--- src/incremental_convex_hull_3d_top_defines.svh ---
// Assertion macros used by the hull controller RTL
`ifndef INCREMENTAL_CONVEX_HULL_3D_TOP_DEFINES_SVH
`define INCREMENTAL_CONVEX_HULL_3D_TOP_DEFINES_SVH

`ifndef ASSERT_OFF
`define ICHULL_ASSERT(lbl, prop, msg) \
    lbl: assert property (@(posedge i_clk) disable iff (!i_rst_n) (prop)) else $error(msg);
`define ICHULL_ASSERT_IMP(lbl, ante, cons, msg) \
    lbl: assert property (@(posedge i_clk) disable iff (!i_rst_n) (ante) |-> (cons)) \
        else $error(msg);
`else
`define ICHULL_ASSERT(lbl, prop, msg)
`define ICHULL_ASSERT_IMP(lbl, ante, cons, msg)
`endif

`endif

--- src/ichull_pkg.sv ---
package ichull_pkg;

    localparam int MAX_POINTS  = 32;
    localparam int MAX_FACES   = 64;
    localparam int HOR_DEPTH   = 64;
    localparam int MAX_RESULTS = 60;
    localparam int EMIT_MAX    = (MAX_RESULTS < MAX_FACES) ? MAX_RESULTS : MAX_FACES;

    localparam int COORD_W   = 16;
    localparam int IDX_W     = 5;
    localparam int STAT_W    = 2;
    localparam int TOL_W     = 32;
    localparam int CFG_IDX_W = 8;

    localparam int PT_AW   = $clog2(MAX_POINTS);
    localparam int PCNT_W  = $clog2(MAX_POINTS + 1);
    localparam int FA_W    = $clog2(MAX_FACES);
    localparam int FCNT_W  = $clog2(MAX_FACES + 1);
    localparam int HA_W    = $clog2(HOR_DEPTH);
    localparam int HCNT_W  = $clog2(HOR_DEPTH + 1);
    localparam int PT_W    = 3 * COORD_W;
    localparam int FACE_W  = 3 * PT_AW;
    localparam int EDGE_W  = 2 * PT_AW;

    localparam int DIFF_W  = COORD_W + 1;
    localparam int NRM_W   = 2 * DIFF_W + 1;
    localparam int PROD_W  = NRM_W + DIFF_W;
    localparam int VOL_W   = PROD_W + 1;
    localparam int VCNT_W  = 5;

    typedef logic [PT_AW-1:0]  t_pidx;
    typedef logic [PCNT_W-1:0] t_pcnt;
    typedef logic [FA_W-1:0]   t_faddr;
    typedef logic [FCNT_W-1:0] t_fcnt;
    typedef logic [HA_W-1:0]   t_haddr;
    typedef logic [HCNT_W-1:0] t_hcnt;

    localparam t_pcnt PCNT_MAX   = t_pcnt'(MAX_POINTS);
    localparam t_pcnt PCNT_MIN   = t_pcnt'(4);
    localparam t_pcnt PIDX_FIRST = t_pcnt'(3);
    localparam t_fcnt FCNT_MAX   = t_fcnt'(MAX_FACES);
    localparam t_fcnt EMIT_CAP   = t_fcnt'(EMIT_MAX);
    localparam t_hcnt HCNT_MAX   = t_hcnt'(HOR_DEPTH);

    localparam logic [TOL_W-1:0] TOL_RESET = 32'd16777;

    localparam logic [CFG_IDX_W-1:0] REG_PLANE_TOL = 8'd0;
    localparam logic [CFG_IDX_W-1:0] REG_VIS_TOL   = 8'd1;

    localparam logic [STAT_W-1:0] ST_FACE = 2'd0;
    localparam logic [STAT_W-1:0] ST_FEW  = 2'd1;
    localparam logic [STAT_W-1:0] ST_FLAT = 2'd2;

    typedef enum logic [1:0] {FW_LATCH, FW_HOR, FW_SEED} t_fsrc;
    typedef enum logic {HW_EDGE, HW_SHIFT} t_hsrc;
    typedef enum logic [1:0] {E_AB, E_BC, E_CA} t_esel;

    typedef struct packed {
        logic                  pt_we;
        t_pidx                 pt_addr;
        logic                  vol_start;
        logic                  vol_face;
        t_pidx                 tri_a;
        t_pidx                 tri_b;
        t_pidx                 tri_c;
        t_pidx                 pidx;
        logic                  face_we;
        t_faddr                face_waddr;
        t_faddr                face_raddr;
        t_fsrc                 fsrc;
        logic                  face_latch;
        t_esel                 esel;
        logic                  hor_we;
        t_haddr                hor_waddr;
        t_haddr                hor_raddr;
        t_hsrc                 hsrc;
        logic                  out_load;
        logic                  out_face;
        logic [STAT_W-1:0]     out_code;
        logic                  out_last;
    } t_cmd;

    typedef struct packed {
        logic vol_done;
        logic vol_lt_p;
        logic vol_gt_p;
        logic vol_gt_v;
        logic edge_match;
        logic out_free;
    } t_stat;

endpackage

--- src/ichull_ctl.sv ---
`include "incremental_convex_hull_3d_top_defines.svh"

module ichull_ctl (
    input  logic               i_clk,
    input  logic               i_rst_n,
    input  logic               i_in_valid,
    input  logic               i_in_last,
    output logic               o_in_ready,
    input  ichull_pkg::t_stat  i_stat,
    output ichull_pkg::t_cmd   o_cmd
);

    typedef enum logic [19:0] {
        S_LOAD      = 20'h00001,
        S_CHK       = 20'h00002,
        S_SEED_GO   = 20'h00004,
        S_SEED_WAIT = 20'h00008,
        S_SEED_PUSH = 20'h00010,
        S_ADD_NEXT  = 20'h00020,
        S_FACE_RD   = 20'h00040,
        S_FACE_LAT  = 20'h00080,
        S_FACE_WAIT = 20'h00100,
        S_EDGE      = 20'h00200,
        S_SCAN_RD   = 20'h00400,
        S_SCAN_CMP  = 20'h00800,
        S_SHIFT_RD  = 20'h01000,
        S_SHIFT_WR  = 20'h02000,
        S_HOR_RD    = 20'h04000,
        S_HOR_PUSH  = 20'h08000,
        S_FIN       = 20'h10000,
        S_OUT_RD    = 20'h20000,
        S_OUT_LD    = 20'h40000,
        S_STAT      = 20'h80000
    } t_state;

    localparam int AW = ichull_pkg::PT_AW;

    t_state                         r_state, n_state;
    ichull_pkg::t_pcnt              r_pcnt, n_pcnt, r_i, n_i;
    ichull_pkg::t_pidx              r_seed, n_seed;
    logic                           r_neg, n_neg;
    ichull_pkg::t_fcnt              r_f, n_f, r_keep, n_keep, r_fcnt, n_fcnt;
    ichull_pkg::t_fcnt              r_emit, n_emit, r_o, n_o;
    ichull_pkg::t_hcnt              r_hcnt, n_hcnt, r_j, n_j, r_h, n_h;
    ichull_pkg::t_esel              r_k, n_k;
    logic [1:0]                     r_s, n_s;
    logic [ichull_pkg::STAT_W-1:0]  r_code, n_code;
    ichull_pkg::t_pidx              w_i;
    ichull_pkg::t_pidx              w_one, w_two;

    assign w_i   = r_i[AW-1:0];
    assign w_one = ichull_pkg::t_pidx'(1);
    assign w_two = ichull_pkg::t_pidx'(2);

    assign o_in_ready = (r_state == S_LOAD);

    always_comb begin
        n_state = r_state;
        n_pcnt  = r_pcnt;
        n_i     = r_i;
        n_seed  = r_seed;
        n_neg   = r_neg;
        n_f     = r_f;
        n_keep  = r_keep;
        n_fcnt  = r_fcnt;
        n_emit  = r_emit;
        n_o     = r_o;
        n_hcnt  = r_hcnt;
        n_j     = r_j;
        n_h     = r_h;
        n_k     = r_k;
        n_s     = r_s;
        n_code  = r_code;
        o_cmd          = '0;
        o_cmd.fsrc     = ichull_pkg::FW_LATCH;
        o_cmd.hsrc     = ichull_pkg::HW_EDGE;
        o_cmd.esel     = r_k;
        o_cmd.pidx     = w_i;
        o_cmd.out_code = ichull_pkg::ST_FACE;

        unique case (r_state)
            S_LOAD: begin
                if (i_in_valid) begin
                    if (r_pcnt < ichull_pkg::PCNT_MAX) begin
                        o_cmd.pt_we   = 1'b1;
                        o_cmd.pt_addr = r_pcnt[AW-1:0];
                        n_pcnt        = r_pcnt + 1'b1;
                    end
                    if (i_in_last) begin
                        n_state = S_CHK;
                    end
                end
            end
            S_CHK: begin
                n_fcnt = '0;
                if (r_pcnt < ichull_pkg::PCNT_MIN) begin
                    n_code  = ichull_pkg::ST_FEW;
                    n_state = S_STAT;
                end else begin
                    n_i     = ichull_pkg::PIDX_FIRST;
                    n_state = S_SEED_GO;
                end
            end
            S_SEED_GO: begin
                o_cmd.vol_start = 1'b1;
                o_cmd.tri_a     = '0;
                o_cmd.tri_b     = w_one;
                o_cmd.tri_c     = w_two;
                n_state         = S_SEED_WAIT;
            end
            S_SEED_WAIT: begin
                if (i_stat.vol_done) begin
                    if (i_stat.vol_lt_p || i_stat.vol_gt_p) begin
                        n_neg   = i_stat.vol_lt_p;
                        n_seed  = w_i;
                        n_s     = '0;
                        n_state = S_SEED_PUSH;
                    end else if ((r_i + 1'b1) < r_pcnt) begin
                        n_i     = r_i + 1'b1;
                        n_state = S_SEED_GO;
                    end else begin
                        n_code  = ichull_pkg::ST_FLAT;
                        n_state = S_STAT;
                    end
                end
            end
            S_SEED_PUSH: begin
                o_cmd.face_we    = 1'b1;
                o_cmd.face_waddr = ichull_pkg::t_faddr'(r_s);
                o_cmd.fsrc       = ichull_pkg::FW_SEED;
                unique case (r_s)
                    2'd0: begin
                        o_cmd.tri_a = '0;
                        o_cmd.tri_b = r_neg ? w_one : w_two;
                        o_cmd.tri_c = r_neg ? w_two : w_one;
                    end
                    2'd1: begin
                        o_cmd.tri_a = '0;
                        o_cmd.tri_b = r_neg ? w_two : r_seed;
                        o_cmd.tri_c = r_neg ? r_seed : w_two;
                    end
                    2'd2: begin
                        o_cmd.tri_a = '0;
                        o_cmd.tri_b = r_neg ? r_seed : w_one;
                        o_cmd.tri_c = r_neg ? w_one : r_seed;
                    end
                    default: begin
                        o_cmd.tri_a = w_one;
                        o_cmd.tri_b = r_neg ? r_seed : w_two;
                        o_cmd.tri_c = r_neg ? w_two : r_seed;
                    end
                endcase
                n_fcnt = ichull_pkg::t_fcnt'(r_s) + 1'b1;
                n_s    = r_s + 2'd1;
                if (r_s == 2'd3) begin
                    n_i     = ichull_pkg::PIDX_FIRST;
                    n_state = S_ADD_NEXT;
                end
            end
            S_ADD_NEXT: begin
                if (r_i >= r_pcnt) begin
                    n_state = S_FIN;
                end else if (w_i == r_seed) begin
                    n_i = r_i + 1'b1;
                end else begin
                    n_hcnt  = '0;
                    n_f     = '0;
                    n_keep  = '0;
                    n_state = S_FACE_RD;
                end
            end
            S_FACE_RD: begin
                if (r_f >= r_fcnt) begin
                    n_fcnt  = r_keep;
                    n_h     = '0;
                    n_state = S_HOR_RD;
                end else begin
                    o_cmd.face_raddr = r_f[ichull_pkg::FA_W-1:0];
                    n_state          = S_FACE_LAT;
                end
            end
            S_FACE_LAT: begin
                o_cmd.face_latch = 1'b1;
                o_cmd.vol_start  = 1'b1;
                o_cmd.vol_face   = 1'b1;
                n_state          = S_FACE_WAIT;
            end
            S_FACE_WAIT: begin
                if (i_stat.vol_done) begin
                    if (i_stat.vol_gt_v) begin
                        n_k     = ichull_pkg::E_AB;
                        n_state = S_EDGE;
                    end else begin
                        o_cmd.face_we    = 1'b1;
                        o_cmd.face_waddr = r_keep[ichull_pkg::FA_W-1:0];
                        n_keep           = r_keep + 1'b1;
                        n_f              = r_f + 1'b1;
                        n_state          = S_FACE_RD;
                    end
                end
            end
            S_EDGE: begin
                n_j     = '0;
                n_state = S_SCAN_RD;
            end
            S_SCAN_RD: begin
                if (r_j >= r_hcnt) begin
                    if (r_hcnt < ichull_pkg::HCNT_MAX) begin
                        o_cmd.hor_we    = 1'b1;
                        o_cmd.hor_waddr = r_hcnt[ichull_pkg::HA_W-1:0];
                        n_hcnt          = r_hcnt + 1'b1;
                    end
                    if (r_k == ichull_pkg::E_CA) begin
                        n_f     = r_f + 1'b1;
                        n_state = S_FACE_RD;
                    end else begin
                        n_k     = (r_k == ichull_pkg::E_AB) ? ichull_pkg::E_BC : ichull_pkg::E_CA;
                        n_state = S_EDGE;
                    end
                end else begin
                    o_cmd.hor_raddr = r_j[ichull_pkg::HA_W-1:0];
                    n_state         = S_SCAN_CMP;
                end
            end
            S_SCAN_CMP: begin
                if (i_stat.edge_match) begin
                    n_state = S_SHIFT_RD;
                end else begin
                    n_j     = r_j + 1'b1;
                    n_state = S_SCAN_RD;
                end
            end
            S_SHIFT_RD: begin
                if ((r_j + 1'b1) < r_hcnt) begin
                    o_cmd.hor_raddr = ichull_pkg::t_haddr'(r_j + 1'b1);
                    n_state         = S_SHIFT_WR;
                end else begin
                    n_hcnt = r_hcnt - 1'b1;
                    if (r_k == ichull_pkg::E_CA) begin
                        n_f     = r_f + 1'b1;
                        n_state = S_FACE_RD;
                    end else begin
                        n_k     = (r_k == ichull_pkg::E_AB) ? ichull_pkg::E_BC : ichull_pkg::E_CA;
                        n_state = S_EDGE;
                    end
                end
            end
            S_SHIFT_WR: begin
                o_cmd.hor_we    = 1'b1;
                o_cmd.hor_waddr = r_j[ichull_pkg::HA_W-1:0];
                o_cmd.hsrc      = ichull_pkg::HW_SHIFT;
                n_j             = r_j + 1'b1;
                n_state         = S_SHIFT_RD;
            end
            S_HOR_RD: begin
                if (r_h >= r_hcnt) begin
                    n_i     = r_i + 1'b1;
                    n_state = S_ADD_NEXT;
                end else begin
                    o_cmd.hor_raddr = r_h[ichull_pkg::HA_W-1:0];
                    n_state         = S_HOR_PUSH;
                end
            end
            S_HOR_PUSH: begin
                if (r_fcnt < ichull_pkg::FCNT_MAX) begin
                    o_cmd.face_we    = 1'b1;
                    o_cmd.face_waddr = r_fcnt[ichull_pkg::FA_W-1:0];
                    o_cmd.fsrc       = ichull_pkg::FW_HOR;
                    n_fcnt           = r_fcnt + 1'b1;
                end
                n_h     = r_h + 1'b1;
                n_state = S_HOR_RD;
            end
            S_FIN: begin
                if (r_fcnt == '0) begin
                    n_code  = ichull_pkg::ST_FLAT;
                    n_state = S_STAT;
                end else begin
                    n_emit  = (r_fcnt < ichull_pkg::EMIT_CAP) ? r_fcnt : ichull_pkg::EMIT_CAP;
                    n_o     = '0;
                    n_state = S_OUT_RD;
                end
            end
            S_OUT_RD: begin
                if (i_stat.out_free) begin
                    o_cmd.face_raddr = r_o[ichull_pkg::FA_W-1:0];
                    n_state          = S_OUT_LD;
                end
            end
            S_OUT_LD: begin
                o_cmd.out_load = 1'b1;
                o_cmd.out_face = 1'b1;
                o_cmd.out_last = ((r_o + 1'b1) == r_emit);
                n_o            = r_o + 1'b1;
                if ((r_o + 1'b1) == r_emit) begin
                    n_pcnt  = '0;
                    n_state = S_LOAD;
                end else begin
                    n_state = S_OUT_RD;
                end
            end
            S_STAT: begin
                if (i_stat.out_free) begin
                    o_cmd.out_load = 1'b1;
                    o_cmd.out_code = r_code;
                    o_cmd.out_last = 1'b1;
                    n_pcnt         = '0;
                    n_state        = S_LOAD;
                end
            end
            default: begin
                n_state = S_LOAD;
            end
        endcase
    end

    always_ff @(posedge i_clk) begin
        if (!i_rst_n) begin
            r_state <= S_LOAD;
            r_pcnt  <= '0;
            r_i     <= '0;
            r_seed  <= '0;
            r_neg   <= 1'b0;
            r_f     <= '0;
            r_keep  <= '0;
            r_fcnt  <= '0;
            r_emit  <= '0;
            r_o     <= '0;
            r_hcnt  <= '0;
            r_j     <= '0;
            r_h     <= '0;
            r_k     <= ichull_pkg::E_AB;
            r_s     <= '0;
            r_code  <= ichull_pkg::ST_FACE;
        end else begin
            r_state <= n_state;
            r_pcnt  <= n_pcnt;
            r_i     <= n_i;
            r_seed  <= n_seed;
            r_neg   <= n_neg;
            r_f     <= n_f;
            r_keep  <= n_keep;
            r_fcnt  <= n_fcnt;
            r_emit  <= n_emit;
            r_o     <= n_o;
            r_hcnt  <= n_hcnt;
            r_j     <= n_j;
            r_h     <= n_h;
            r_k     <= n_k;
            r_s     <= n_s;
            r_code  <= n_code;
        end
    end

    `ICHULL_ASSERT(a_pcnt_cap, r_pcnt <= ichull_pkg::PCNT_MAX, "point count overflow")
    `ICHULL_ASSERT(a_fcnt_cap, r_fcnt <= ichull_pkg::FCNT_MAX, "face count overflow")
    `ICHULL_ASSERT(a_hcnt_cap, r_hcnt <= ichull_pkg::HCNT_MAX, "horizon count overflow")
    `ICHULL_ASSERT_IMP(a_out_free, o_cmd.out_load, i_stat.out_free, "output overwritten")

endmodule
--- config.mk ---
export PLATFORM = sky130hd
export DESIGN_NAME = ichull_ctl
export DESIGN_NICKNAME = d
export VERILOG_FILES = /design/src/ichull_pkg.sv /design/src/ichull_ctl.sv
export VERILOG_INCLUDE_DIRS = /design/src /design/src/src
export SDC_FILE = /design/constraint.sdc
export NUM_CORES = 1
export LEC_CHECK = 0
export ABC_AREA = 1
export BUFFER_PORTS_ARGS = -buffer_cell sky130_fd_sc_hd__buf_4
export CAP_MARGIN = 5
export CORE_MARGIN = 2
export CORE_UTILIZATION = 50
export CTS_CLUSTER_SIZE = 12
export DETAILED_ROUTE_END_ITERATION = 10
export HOLD_SLACK_MARGIN = 0.08
export PLACE_DENSITY = 0.69
export SYNTH_ARGS = -nofsm -noshare
export SYNTH_HDL_FRONTEND = slang
export SYNTH_SLANG_ARGS = --single-unit
--- constraint.sdc ---
create_clock -name i_clk -period 2.9 [get_ports i_clk]
set_input_delay 0.58 -clock i_clk [delete_from_list [all_inputs] [get_ports i_clk]]
set_output_delay 0.58 -clock i_clk [all_outputs]
set_load 0.05 [all_outputs]
---- Word-level counts from Yosys, hierarchy flattened ----
Index checks and enable logic that the tools add are counted.
word-level totals
  register bits after elaboration ......... 100
  input bits .............................. 10
  output and inout port bits .............. 66
  word-level logic and storage cells ...... 241
operators by class
  reduce and logical (&&, ||, !) cells .... 32
  bitwise gates (word level) .............. 1
  order comparisons ....................... 11
  mux-type cells .......................... 113
  equality and inequality tests ........... 56
  add/subtract/negate cells ............... 12
operators by type and width
  kind                                                                count
  20-bit case mux with 20 select lines                                1
  20-bit two-way mux                                                  14
  7-bit two-way mux                                                   23
  6-bit two-way mux                                                   20
  7-bit case mux with 3 select lines                                  3
  2-bit inequality test (second input constant)                       28
  7-bit case mux with 2 select lines                                  4
  7-bit case mux with 4 select lines                                  2
  7-bit by 1-bit adder with 7-bit output (second input constant)      7
  6-bit case mux with 3 select lines                                  2
  11-bit case mux with 3 select lines                                 1
  2-bit two-way mux                                                   16
  6-bit case mux with 5 select lines                                  1
  11-bit case mux with 2 select lines                                 1
  7-bit greater-or-equal comparator                                   3
  20-bit by 1-bit == test with 1-bit output (second input constant)   1
  20-bit by 10-bit == test with 1-bit output (second input constant)  1
  20-bit by 11-bit == test with 1-bit output (second input constant)  1
  20-bit by 12-bit == test with 1-bit output (second input constant)  1
  20-bit by 13-bit == test with 1-bit output (second input constant)  1
  20-bit by 14-bit == test with 1-bit output (second input constant)  1
  20-bit by 15-bit == test with 1-bit output (second input constant)  1
  20-bit by 16-bit == test with 1-bit output (second input constant)  1
  20-bit by 17-bit == test with 1-bit output (second input constant)  1
  57 further kinds                                                    90

---- Longest topological paths before layout ----
  word-level depth ........................ 6
  depth in mapped cells ................... 16
  mapped depth without buffers ............ 16

---- Worst setup path before layout ----
No wires, ideal clock.
  path kind ............................... register -> output
  from .................................... register r_state[10]
  to ...................................... output o_cmd[47] in the netlist's numbering
  data required time ...................... 2320 ps
  path buffers ............................ 1
  stages on the path, launching flop included .. 9
  slack ................................... -937 ps
  arrival ................................. 3257 ps
  path through ............................ dfxtp_1 -> nor2_4 -> nand2_4 -> nor2_8 -> nand3b_1 -> buf_4 -> nor2_8 -> inv_1 -> o311ai_0
RTL lines
  what                      line               source
  start: declaration        ichull_ctl.sv:38   t_state r_state, n_state;
  start signal: assignment  ichull_ctl.sv:336  r_state <= n_state;
  end: declaration          ichull_ctl.sv:10   output ichull_pkg::t_cmd o_cmd

==> metrics.md <==
| Metric | Value |
|---|---|
| Violated checks | setup timing |
| Mean post-synth cell area | 6.72 µm² |
| Clock tree buffer depth | 2 |
| Asr flop ratio synth | 0% |
| Cell Rows | 46 |
| RSZ-0062 raised after global routing | yes |
| Part of the cycle the worst path needs | 110% |
| Internal power contribution | 2700 µW |
| Final count of hold timing violations | 0 |
| Commonest cells in the netlist | 255 x sky130_fd_sc_hd__nand2_1, 158 x sky130_fd_sc_hd__inv_1, 132 x sky130_fd_sc_hd__nor2_1 |
| Number of top-level pins | 76 |
| Worst Skew | 0.00699 ns |
| Sinks on Clock Net | 100 |
| Placer Congestion | 0.937 |
| Worst Setup Start Kind | register |
| Final Routed Wirelength | 23.8 mm |
| Setup TNS | -1.59 ns |
| Total GRT Usage | 27.0% |
| Number of port buffers | 71 |
| Core region area | 15,800 µm² |
| Root Buffer | sky130_fd_sc_hd__clkbuf_16 |
| WL per Instance | 15.4 µm |
| Cell area power density | 468 nW/µm² |
| Initial DRT Pass Iterations | 5 |
| Number of remaining DRC errors | 0 |
| Sequential share of power | 34.0% |
| Most frequent cell after synthesis | sky130_fd_sc_hd__nand2_1 |
| Total Power | 4600 µW |
| Post-route minimum period | 3.19 ns |
| Crit-path leading delay family | compound AO/OA/AOI/OAI gates |
| NumNets Final | 1,388 |
| Max cap viols | 0 |
| Remaining antenna violation count | 0 |
| Depth of the critical timing path with buffers and inverters included | 12 |
| Number of antenna violations at the first check in global routing | 0 |
| Die X-Extent | 131 µm |
| Diodes inserted | 0 |
| Largest vdd supply drop | 0.336 mV |
| Clock network fraction of design power | 26.9% |
| Fraction of layout cells with a size suffix above 1 | 21.1% |
| Count of mapped cells out of synthesis | 1,203 |
| CP bufs+invs | 2 |
| Maximum number of pins on one net before global-route repair | 38 |
| Number of synthesized flops with an enable pin | 0 |
| Worst-case setup margin in the final layout | -0.288 ns |
| Detailed Route Iter0 Violations | 582 |
| Clock tree from TritonCTS | done |
| Worst rel slew slack | 50.3% |
| Crit path max-delay cell type | sky130_fd_sc_hd__dfxtp_2 |
| Register bit total from synthesis | 100 |
| Outcome | finished with violations |
| Top area cells in the synthesized netlist | sky130_fd_sc_hd__dfxtp_1 25%, sky130_fd_sc_hd__nand2_1 12%, sky130_fd_sc_hd__ha_1 9.0% |
| Number of H-tree branching levels | 3 |
| First-pass GRT wire length | 38.2 mm |
| Cell total after placement | 1,507 |
| Clock latency on the worst-skew pair | 0.36 ns |
| Combinational Power Share | 39.1% |
| Starting utilization of the core area | 51.1% |
| Ys flop type | sky130_fd_sc_hd__dfxtp_1 |
| Count of unique library cells instantiated by Yosys | 60 |
| Max-slew violation total from the final report | 0 |
| Die Ht | 131 µm |
| Post-DP HPWL | 18.0 mm |
| Via density per instance | 5.43 |
| Synthesized cell area | 8090 µm² |
| Count of endpoints failing setup in the final report | 6 |
| Count of cells along the worst hold path | 2 |
| Arrival @ worst endpoint | 2.61 ns |
| Transition time of the tightest slew-check pin | 0.738 ns |
| Area share of the leading cell type in the synthesized netlist | 24.7% |
| Post-synthesis cell type with the largest combined area | sky130_fd_sc_hd__dfxtp_1 |
| Overall via count from detail_route | 8,366 |
| Yosys warns | 0 |
| Switch Pwr | 1900 µW |
| Clock transition at the registers of the reported paths | 0.07 ns |
| Sequential-to-total area share from yosys stat | 24.7% |
| Number of cells on the worst reg-to-reg path | 18 |
| Maximum fanout encountered on the critical timing path | 4 |
| Leak | 0.00465 µW |
| Req. time, crit path | 2.32 ns |
| Final instance count without filler cells | 1,540 |
| Proportion of total power due to net switching | 41.4% |
| Achievable Freq | 314 MHz |
| Number of buffers added by the clock tree synthesis step | 9 |
| Synth-to-layout area growth | 21.7% |
| Worst path max stage delay | 0.37 ns |
| Type of the setup path with the least slack | reg2out |
| Die ar. | 17,200 µm² |
| Critical Path Sink Type | primary output |
| Number of global-route vias before repair | 7,586 |
| Global route overflow | 0 |
| Cell-by-cell trace of the critical path | ha_4 -> nand3_4 -> nor3_4 -> xor2_1 -> ha_1 -> a21oi_2 -> o21a_1 -> nand2_2 -> nor2_4 -> inv_2 -> o221ai_4 -> buf_6 |
| Min-delay worst type | reg2reg |
## metal layers
layer  wire [µm]  global-route usage, %  vias up
met1       10700                   36.5     3887
met4         390                   7.49        0
li1            -                      -     4201
met2       11200                   44.7      246
met5           0                      0        -
met3        1490                   4.32       32
## layout make-up
class / instances / area, µm²
inverters: 170 / 643
clock inverters: 7 / 67.6
flip-flops and latches: 100 / 2010
fillers: 1485 / 5980
clock buffers: 9 / 225
repair buffers: 129 / 1050
well taps: 216 / 270
multi-input cells: 909 / 5570
## final timing paths
check	from	to	slack, ns
setup / recovery	r_j[1]$_SDFFE_PN0P_	o_cmd[6]	-0.29
hold / removal	r_code[1]$_SDFFE_PN0P_	r_code[1]$_SDFFE_PN0P_	0.46
setup reg to reg	r_j[1]$_SDFFE_PN0P_	r_f[6]$_SDFFE_PN0P_	0.11
hold reg to reg	r_code[1]$_SDFFE_PN0P_	r_code[1]$_SDFFE_PN0P_	0.46
## flip-flops by register name (all words and copies together), names as in the netlist, 2 cells and up
| signal | count |
|---|---|
| r_keep | 7 |
| r_code | 2 |
| r_s | 2 |
| r_j | 7 |
| r_pcnt | 6 |
| r_state | 20 |
| r_k | 2 |
| r_fcnt | 7 |
| r_i | 6 |
| r_emit | 7 |
| r_hcnt | 7 |
| r_o | 7 |
| r_h | 7 |
| r_seed | 5 |
| r_f | 7 |
## cell families (layout without fill, tap and decap cells)
logic type               count (synthesis)  count (layout)  synth area share, %
buffers and inverters                  197             315                 9.98
XOR/XNOR                                31              31                 3.36
AND/OR/NAND/NOR                        625             625                 38.7
AO/OA/AOI/OAI                          190             190                 14.0
other                                    1               4               0.0464
flip-flops                             100             100                 24.7
adder cells (fa/ha/maj)                 59              59                 9.22
## cells in the final DEF, fill, tap and decap left out, drive strengths merged, types with 6 or more instances in the layout
master / count
buf: 129
a22oi: 8
nand3: 106
nor3b: 8
xor2: 26
o22ai: 12
nand2: 273
clkbuf: 9
inv: 166
o211ai: 6
o21ai: 53
a21oi: 80
clkinv: 10
nand3b: 14
nor2: 169
dfxtp: 100
nor3: 19
ha: 58
nand4: 27
## power groups by stage
stage	sequential (µW)	clock, µW	combinational (µW)
2_1_floorplan	1570	0	1300
5_1_grt	1580	1310	1980
3_5_place_dp	1590	0	1730
4_1_cts	1560	1250	1770
3_3_place_gp	1590	0	1710
6_report	1570	1240	1800
## timing repair
action                     4_1_cts  5_1_grt
gates resized for setup         27       48
setup endpoints to repair       22       38
hold buffers                     0        0
pin swaps                        8       12
setup buffers                    9        8
## tightest hold or removal path, delay by kind of cell, from the launching register on
family                 cells  cell delay [ns]
flip-flops                 1             0.30
buffers and inverters      1             0.06
AO/OA/AOI/OAI              1             0.06
## per-stage QoR
step	hold slack, ns	cell area (µm²)	util, %	worst slack [ns]
floorplan	0.432	8170	-	-0.250
global placement	0.445	9130	57.7	0.0184
detailed placement	0.449	9130	57.7	-0.0437
CTS	0.459	9600	60.7	-0.221
global route	0.469	9840	62.2	-0.430
finish	0.457	9840	62.2	-0.288
Note: power is estimated with default switching activity, not from simulation.
